[src/hdl/aps_pkg.sv]
package aps_pkg;

  // table geometry
  localparam int MAX_INSTANCES = 64;
  localparam int SLOT_W = (MAX_INSTANCES > 1) ? $clog2(MAX_INSTANCES) : 1;
  localparam int CNT_W  = $clog2(MAX_INSTANCES + 1);

  localparam logic [15:0] CD_IDLE = 16'hFFFF;

  typedef enum logic [2:0] {
    MODE_CLEAR   = 3'd0,
    MODE_START   = 3'd1,
    MODE_PAUSE   = 3'd2,
    MODE_UNPAUSE = 3'd3,
    MODE_DEACT   = 3'd4,
    MODE_TICK    = 3'd5,
    MODE_QUERY   = 3'd6
  } mode_t;

  typedef enum logic [1:0] {
    S_IDLE,
    S_WALK,
    S_QRY,
    S_DATA
  } state_t;

  // one slot of the instance table
  typedef struct packed {
    logic [15:0] cd;
    logic [14:0] period;
    logic [7:0]  poses;
    logic [7:0]  cur;
    logic [16:0] root;
    logic [19:0] xf;
    logic [7:0]  meshes;
    logic        has_pose;
  } rec_t;

  // what the update unit is asked to do with the slot just read
  typedef struct packed {
    logic        walk;
    mode_t       mode;
    logic [14:0] frame_period;
    logic [7:0]  pose_count;
    logic [15:0] pose_base;
    logic [15:0] transform_base;
    logic [7:0]  mesh_count;
  } upd_req_t;

endpackage

[src/hdl/aps_slot_upd.sv]
module aps_slot_upd
  import aps_pkg::*;
(
  input  upd_req_t req_i,
  input  rec_t     rec_i,
  output rec_t     rec_o
);

  logic [15:0] cd_dec;
  logic [7:0]  wrap_last;
  logic [15:0] wrap_prod;
  logic [7:0]  start_last;
  logic [15:0] start_prod;
  rec_t        adv;
  rec_t        start_rec;

  assign cd_dec     = rec_i.cd - 16'd1;
  assign wrap_last  = rec_i.poses - 8'd1;
  assign wrap_prod  = 16'(wrap_last) * 16'(rec_i.meshes);
  assign start_last = req_i.pose_count - 8'd1;
  assign start_prod = 16'(start_last) * 16'(req_i.mesh_count);

  // one frame of a slot
  always_comb begin
    adv = rec_i;
    if (rec_i.cd != CD_IDLE) begin
      if (cd_dec != CD_IDLE) begin
        adv.cd = cd_dec;
      end else begin
        adv.cd = {1'b0, rec_i.period};
        if (rec_i.cur == 8'd0) begin
          adv.cur  = wrap_last;
          adv.root = rec_i.root + {9'd0, wrap_last};
          adv.xf   = rec_i.xf + {4'd0, wrap_prod};
        end else begin
          adv.cur  = rec_i.cur - 8'd1;
          adv.root = rec_i.root - 17'd1;
          adv.xf   = rec_i.xf - {12'd0, rec_i.meshes};
        end
      end
    end
  end

  always_comb begin
    start_rec.cd       = {1'b0, req_i.frame_period};
    start_rec.period   = req_i.frame_period;
    start_rec.poses    = req_i.pose_count;
    start_rec.cur      = start_last;
    start_rec.root     = {1'b0, req_i.pose_base} + {9'd0, start_last};
    start_rec.xf       = {4'd0, req_i.transform_base} + {4'd0, start_prod};
    start_rec.meshes   = req_i.mesh_count;
    start_rec.has_pose = 1'b1;
  end

  always_comb begin
    rec_o = rec_i;
    if (req_i.walk) begin
      rec_o = adv;
    end else begin
      unique case (req_i.mode)
        MODE_CLEAR: begin
          rec_o.cd       = CD_IDLE;
          rec_o.has_pose = 1'b0;
        end
        MODE_START:   rec_o = start_rec;
        MODE_PAUSE:   rec_o.cd = CD_IDLE;
        MODE_UNPAUSE: rec_o.cd = {1'b0, rec_i.period};
        MODE_DEACT: begin
          rec_o.cd       = CD_IDLE;
          rec_o.has_pose = 1'b0;
        end
        default:      rec_o = rec_i;
      endcase
    end
  end

endmodule
[config.mk]
export PLATFORM = sky130hd
export DESIGN_NAME = aps_slot_upd
export DESIGN_NICKNAME = d
export VERILOG_FILES = /design/src/hdl/aps_pkg.sv /design/src/hdl/aps_slot_upd.sv
export SDC_FILE = /design/constraint.sdc
export NUM_CORES = 1
export LEC_CHECK = 0
export ABC_AREA = 1
export BUFFER_PORTS_ARGS = -buffer_cell sky130_fd_sc_hd__buf_2
export CORE_UTILIZATION = 40
export DETAILED_ROUTE_END_ITERATION = 8
export GPL_ROUTABILITY_DRIVEN = 0
export RECOVER_POWER = 25
export SLEW_MARGIN = 10
export SYNTH_ARGS = -nofsm -noshare
export SYNTH_HDL_FRONTEND = slang
export SYNTH_SLANG_ARGS = --single-unit
[constraint.sdc]
create_clock -name vclk -period 7.4
set_clock_uncertainty 0.1 [all_clocks]
set_input_delay 0.74 -clock vclk [all_inputs]
set_output_delay 0.74 -clock vclk [all_outputs]
set_load 0.05 [all_outputs]
==> metrics.csv, run 1 <==
stage,metric,value,unit
clock_network,cts hold-fix bufs,0,
power_and_ir_drop,Internal Power,799.2,uW
drt,Vias/cell,5.304,
timing,minimum clock period,6.945,ns
power_and_ir_drop,leakage power,0.007116,uW
yosys,syn nets,2266,
power_and_ir_drop,Comb pwr share,100.0,%
timing,fin. max-slew vios,0,
yosys,Synth cell types,40,
floorplanning,I/O pin cnt,253,
layout,final instance area,0.01248,sq mm
timing,Max-slew headroom,17.13,%
power_and_ir_drop,Cell Pwr Density,185.8,mW/mm^2
floorplanning,Initial Util,40.58,%
timing,Final Setup Violations,0,
drt,Post-route DRC,0,
power_and_ir_drop,Switching Power,1519,uW
floorplanning,die span in y,167.1,um
power_and_ir_drop,Flop pwr share,0,%
run,maxcap violations,0,
min_path,Tightest Hold Check Type,in2out,
clock_network,CTS resizes,0,
global_route,GR Util All Layers,29.93,%
drt,Final ANT Viol Nets,0,
yosys,register area share after synthesis,0,%
setup_path,CP endpoint kind,output pin,
timing,Tightest Pin Transition,1.243,ns
setup_path,kind of critical path,in2out,
setup_path,WP data arrival,6.11,ns
placement,detailed placer's ending HPWL,35910,um
layout,Area Growth Syn to Fin,14.42,%
setup_path,slowest CP cell,fa_1,
timing,RSZ-0062 raised after global routing,no,
timing,crit share post-route,93.86,%
floorplanning,Die W,167.1,um
global_route,vias in the first global route,12100,
drt,initial drt markers,1160,
yosys,synthesized area per cell,5.776,sq um
floorplanning,Core Area,0.02688,sq mm
layout,flip-flop and latch area,0,sq um
floorplanning,row count,60,
clock_network,Post-CTS Setup Bufs,0,
timing,Fmax,144.0,MHz
global_route,first-pass GRT wire length,66030,um
drt,Avg WL per Cell,17.44,um
yosys,Synth Cell Area,0.01091,sq mm
run_status,status,"complete, no violations",
setup_path,Critical Path Max Stage Delay,0.55,ns
timing,Fin Setup TNS,0,ns
global_route,largest net degree at the start of global routing,71,
drt,final WL,42780,um
setup_path,worst path required time,6.56,ns
layout,CLK BUF,0,
setup_path,CP dominant cell by count,nand2_1,
power_and_ir_drop,Clk pwr share,0,%
placement,PortBufs,253,
drt,DR vias,13010,
layout,# nets final,2490,
setup_path,CP Max Fanout,9,
floorplanning,Die Footprint,0.02793,sq mm
layout,ratio of cells with drive above 1 in the final layout,13.32,%
layout,"most common cell after layout, fill and taps aside",nand2_1,
global_route,initial antenna violation count,2,
global_route,GRT overflow,0,
power_and_ir_drop,worst ir drop on vdd,0.1313,mV
drt,drt pass-1 iters,5,
placement,Placement Cell Area,0.01251,sq mm
yosys,Post-Synthesis Cells,1888,
setup_path,Setup crit start kind,input port,
power_and_ir_drop,switch share,65.52,%
timing,final hold violations,0,
layout,num sequential,0,
yosys,Syn. warnings,0,
layout,most frequent cells in the layout,"nand2_1, inv_1, buf_2",
## per-stage QoR
step | power, uW | setup slack (ns) | std cells | hold slack [ns] | util (%)
final | 2318 | 0.4547 | 2453 | 1.766 | 46.43
after global routing | 2591 | 0.1257 | 2452 | 1.801 | 46.42
after CTS | 2298 | 0.5024 | 2451 | 1.770 | 46.53
after detailed placement | 2277 | 0.5194 | 2451 | 1.769 | 46.53
after global placement | 2269 | 0.5942 | 2451 | 1.766 | 46.53
after floorplan | 1668 | 0.9416 | 1888 | 1.683 | -
## synthesized netlist by cell type (2+ instances only)
| cell | count | area, sq um |
|---|---|---|
| nor4_1 | 2 | 12.51 |
| o221ai_1 | 8 | 70.07 |
| o21ai_1 | 15 | 75.07 |
| a21oi_2 | 2 | 17.52 |
| o31ai_1 | 2 | 15.01 |
| o2111ai_1 | 2 | 17.52 |
| nor2_1 | 211 | 792.0 |
| o21a_1 | 5 | 37.54 |
| nor2_4 | 5 | 56.30 |
| o21bai_1 | 12 | 90.09 |
| nand3b_1 | 9 | 67.56 |
| a21o_1 | 6 | 45.04 |
| o22ai_1 | 11 | 68.82 |
| inv_1 | 364 | 1366 |
| xnor2_1 | 15 | 131.4 |
| a31oi_1 | 9 | 56.30 |
| inv_2 | 4 | 15.01 |
| a21oi_1 | 71 | 355.3 |
| fa_1 | 104 | 2082 |
| nand4_1 | 18 | 112.6 |
| nor2_2 | 6 | 37.54 |
| clkbuf_1 | 31 | 116.4 |
| clkinv_1 | 8 | 30.03 |
| ha_1 | 114 | 1426 |
| or2_2 | 11 | 68.82 |
| o211ai_1 | 2 | 15.01 |
| nand3_2 | 2 | 20.02 |
| a22oi_1 | 13 | 97.59 |
| o21ai_0 | 76 | 380.4 |
| nand2_2 | 5 | 31.28 |
| nor3_1 | 21 | 105.1 |
| nand2_1 | 516 | 1937 |
| xor2_1 | 21 | 183.9 |
| buf_1 | 4 | 15.01 |
| nand3_1 | 172 | 860.8 |
| buf_6 | 3 | 33.78 |
| buf_2 | 5 | 25.02 |
## critical path: cells and delay by family
kind                     cells  cell delay [ns]
AND/OR/NAND/NOR             16             1.86
AO/OA/AOI/OAI                1             0.10
buffers and inverters        8             1.03
adder cells (fa/ha/maj)      5             2.36
## cell families (layout without fill, tap and decap cells)
group,after synthesis,after routing,synth area share (%)
adders and majority gates,218,218,32.17
and+or+nand+nor,981,981,37.95
AOI/OAI and AO/OA,234,234,12.30
buffers and inverters,419,641,14.69
other,0,2,0
xor gates and xnor gates,36,36,2.891
## layer usage
layer,wire length [um],track usage [%],share of wire (%),up-vias
met5,0,0,0,-
met3,3307,3.593,7.7,65
met1,19390,41.84,45,5990
met4,1075,6.763,2.5,0
met2,19000,49.10,44,569
li1,-,-,-,6387
## path summary, 6_finish.rpt
check | start | endpoint | depth (start not counted)
worst max-delay path | rec_i[54] | rec_o[22] | 30
worst min-delay path | rec_i[0] | rec_o[0] | 4
## cell type report
type | count | area, sq um
fill | 2988 | 14400
multi-input combinational | 1469 | 9311
inverter | 376 | 1411
timing repair buffer | 265 | 1324
tap | 341 | 426.7
antenna | 2 | 5.005
## power by group through the flow
stage | registers [uW] | logic (uW) | clock network [uW]
after global placement | 0 | 2270 | 0
after CTS | 0 | 2300 | 0
after global routing | 0 | 2590 | 0.0000181
after floorplan | 0 | 1670 | 0
after detailed placement | 0 | 2280 | 0
final | 0 | 2320 | 0.0000362
No activity file was read; power rests on OpenSTA's default activity.
==> run 2, diff against run 1 <==
--- a/config.mk
+++ b/config.mk
@@ -7,9 +7,12 @@
 export LEC_CHECK = 0
 export ABC_AREA = 1
 export BUFFER_PORTS_ARGS = -buffer_cell sky130_fd_sc_hd__buf_2
-export CORE_UTILIZATION = 40
+export CELL_PAD_IN_SITES_DETAIL_PLACEMENT = 0
+export CELL_PAD_IN_SITES_GLOBAL_PLACEMENT = 2
+export CORE_UTILIZATION = 29
 export DETAILED_ROUTE_END_ITERATION = 8
 export GPL_ROUTABILITY_DRIVEN = 0
+export PLACE_DENSITY_LB_ADDON = 0.1
 export RECOVER_POWER = 25
 export SLEW_MARGIN = 10
 export SYNTH_ARGS = -nofsm -noshare
==> run 2 against run 1 <==
- critical path depth is 6 lower
- routed wire length rose by 13%
- fmax fell by 0.94%
- worst hold slack improved by 0.051 ns
- sequential cell count unchanged
- sequential share of layout area did not move
- final area increased by 1.2%
- die area rose by 37%
- cell count is 5.1% higher
- via count shrank 2.7%
==> metrics.csv, run 2 (synthesized netlist as in run 1, its figures left out) <==
stage,metric,value,unit,change
run_status,status,"complete, no violations",,
drt,drt pass-1 iters,5,,unchanged
setup_path,CP bufs+invs,7,,-1
power_and_ir_drop,worst ir drop on vdd,0.1331,mV,+1.4%
layout,CLK BUF,0,,unchanged
global_route,initial antenna violation count,0,,-2
timing,Fin Setup TNS,0,ns,unchanged
floorplanning,Initial Util,29.65,%,-11 points
global_route,met2 Resource Use GR,41.29,%,-7.8 points
layout,antenna cells,0,,-2
layout,final instance area,0.01262,sq mm,+1.2%
setup_path,worst path required time,6.56,ns,about the same
layout,most frequent cells in the layout,"nand2_1, inv_1, buf_2",,
timing,crit share post-route,94.75,%,+0.89 points
layout,ratio of cells with drive above 1 in the final layout,13.28,%,-0.041 points
layout,flip-flop and latch area,0,sq um,unchanged
timing,Max-slew headroom,6.424,%,-11 points
setup_path,CP Cell Sequence,"buf_2, inv_1, ha_1, nand2_1, nor2_1, or2_2, nand2_1, inv_1, nand2_1, fa_1, inv_1, fa_1, fa_1, inv_1, fa_1, inv_1, ha_1, a21oi_1, o21ai_0, a21oi_1, xor2_1, o22ai_1, nand3b_1, buf_2",,
timing,Fmax,142.6,MHz,-0.94%
setup_path,Setup crit start kind,input port,,
timing,final hold violations,0,,unchanged
drt,DR vias,12670,,-2.7%
placement,pre-CTS worst setup slack,0.4619,ns,-0.05748 ns
timing,RSZ-0062 raised after global routing,no,,
timing,Final Setup Violations,0,,unchanged
global_route,GRT overflow,0,,unchanged
timing,fin worst setup slack,0.3887,ns,-0.06595 ns
floorplanning,Core Area,0.03679,sq mm,+37%
clock_network,CTS resizes,0,,unchanged
floorplanning,die span in y,195.9,um,+17%
setup_path,WP data arrival,6.17,ns,+0.06 ns
global_route,largest net degree at the start of global routing,71,,unchanged
layout,# nets final,2489,,-0.040%
run,maxcap violations,0,,unchanged
drt,Avg WL per Cell,18.82,um,+7.9%
timing,final hold slack,1.817,ns,+0.05139 ns
global_route,vias in the first global route,12600,,+4.1%
layout,Layout fillers,4229,,+42%
setup_path,critical path depth,24,,-20%
floorplanning,Die Footprint,0.03838,sq mm,+37%
global_route,global routing usage on met3,2.200,%,-1.4 points
drt,Post-route DRC,0,,unchanged
global_route,first-pass GRT wire length,74730,um,+13%
drt,Vias/cell,4.915,,-7.3%
floorplanning,Die W,195.9,um,+17%
power_and_ir_drop,Cell Pwr Density,184.5,mW/mm^2,-0.68%
timing,fin. max-slew vios,0,,unchanged
setup_path,CP top delay family,adder cells,,
drt,final WL,48490,um,+13%
min_path,Tightest Hold Check Type,in2out,,
setup_path,slowest CP cell,fa_1,,
timing,minimum clock period,7.011,ns,+0.06595 ns
placement,PortBufs,253,,unchanged
min_path,WHS Endpoint,rec_o[73],,
global_route,grt peak-use layer,met2,,
layout,area of the multi-input gates,0.009311,sq mm,unchanged
global_route,met1 Resource Use GR,36.76,%,-5.1 points
layout,Area Growth Syn to Fin,15.76,%,
drt,initial drt markers,792,,-32%
layout,"most common cell after layout, fill and taps aside",nand2_1,,
layout,fin util,34.32,%,-12 points
min_path,WHS Path Cells,4,,unchanged
power_and_ir_drop,leakage power,0.007111,uW,about the same
setup_path,Critical Path Max Stage Delay,0.56,ns,about the same
floorplanning,row count,70,,+17%
placement,detailed placer's ending HPWL,41260,um,+15%
global_route,GR Util All Layers,25.19,%,-4.7 points
setup_path,CP dominant cell by count,inv_1,,
setup_path,CP Max Fanout,9,,unchanged
layout,num sequential,0,,unchanged
floorplanning,I/O pin cnt,253,,unchanged
drt,Final ANT Viol Nets,0,,unchanged
setup_path,kind of critical path,in2out,,
placement,Placement Cell Area,0.01266,sq mm,+1.2%
clock_network,Post-CTS Setup Bufs,0,,unchanged
setup_path,CP endpoint kind,output pin,,
min_path,hold_sp,req_i[59],,
clock_network,cts hold-fix bufs,0,,unchanged
timing,Tightest Pin Transition,1.404,ns,+0.1606 ns
[run 2: cell types whose count changed in the layout (fill, tap and decap cells not counted), sizes merged]
cell	before	now
diode	2	0
buf	243	242
[run 2: where the power goes]
group	leakage, uW	internal [uW]	switching [uW]	total [uW]
logic	0.00711	796	1530	2330
clock network	0	0	0	0
registers	0	0	0	0
total	0.00711	796	1530	2330
[run 2: how the worst max path moves through the flow]
stage,startpoint,to,slack (ns)
6_report,req_i[40],rec_o[18],0.39
3_3_place_gp,req_i[40],rec_o[21],0.46
2_1_floorplan,req_i[40],rec_o[25],0.94
4_1_cts,req_i[40],rec_o[25],0.44
3_5_place_dp,req_i[40],rec_o[25],0.46
5_1_grt,req_i[40],rec_o[24],0.03
[run 2: worst min-delay path: cells and delay by family]
kind                   cells  cell delay (ns)
buffers and inverters      2             0.31
AOI/OAI and AO/OA          1             0.07
and+or+nand+nor            1             0.05
[run 2: cell type report]
type / count / share of cell area, %
Multi-Input combinational cell: 1469 / 73.76
Timing Repair Buffer: 264 / 10.43
Inverter: 376 / 11.18
Tap cell: 468 / 4.638
[run 2: metal layers]
metal / vias to the layer above / part of all wire, %
met1: 5843 / 49
met4: 0 / 1.2
met3: 34 / 5.5
met2: 409 / 44
met5: - / 0
li1: 6380 / -
[run 2: metrics by stage]
stage | std cells | power [uW]
2_1_floorplan | 1888 | 1668
3_3_place_gp | 2577 | 2319
3_5_place_dp | 2577 | 2312
4_1_cts | 2577 | 2334
5_1_grt | 2577 | 2650
6_report | 2577 | 2329
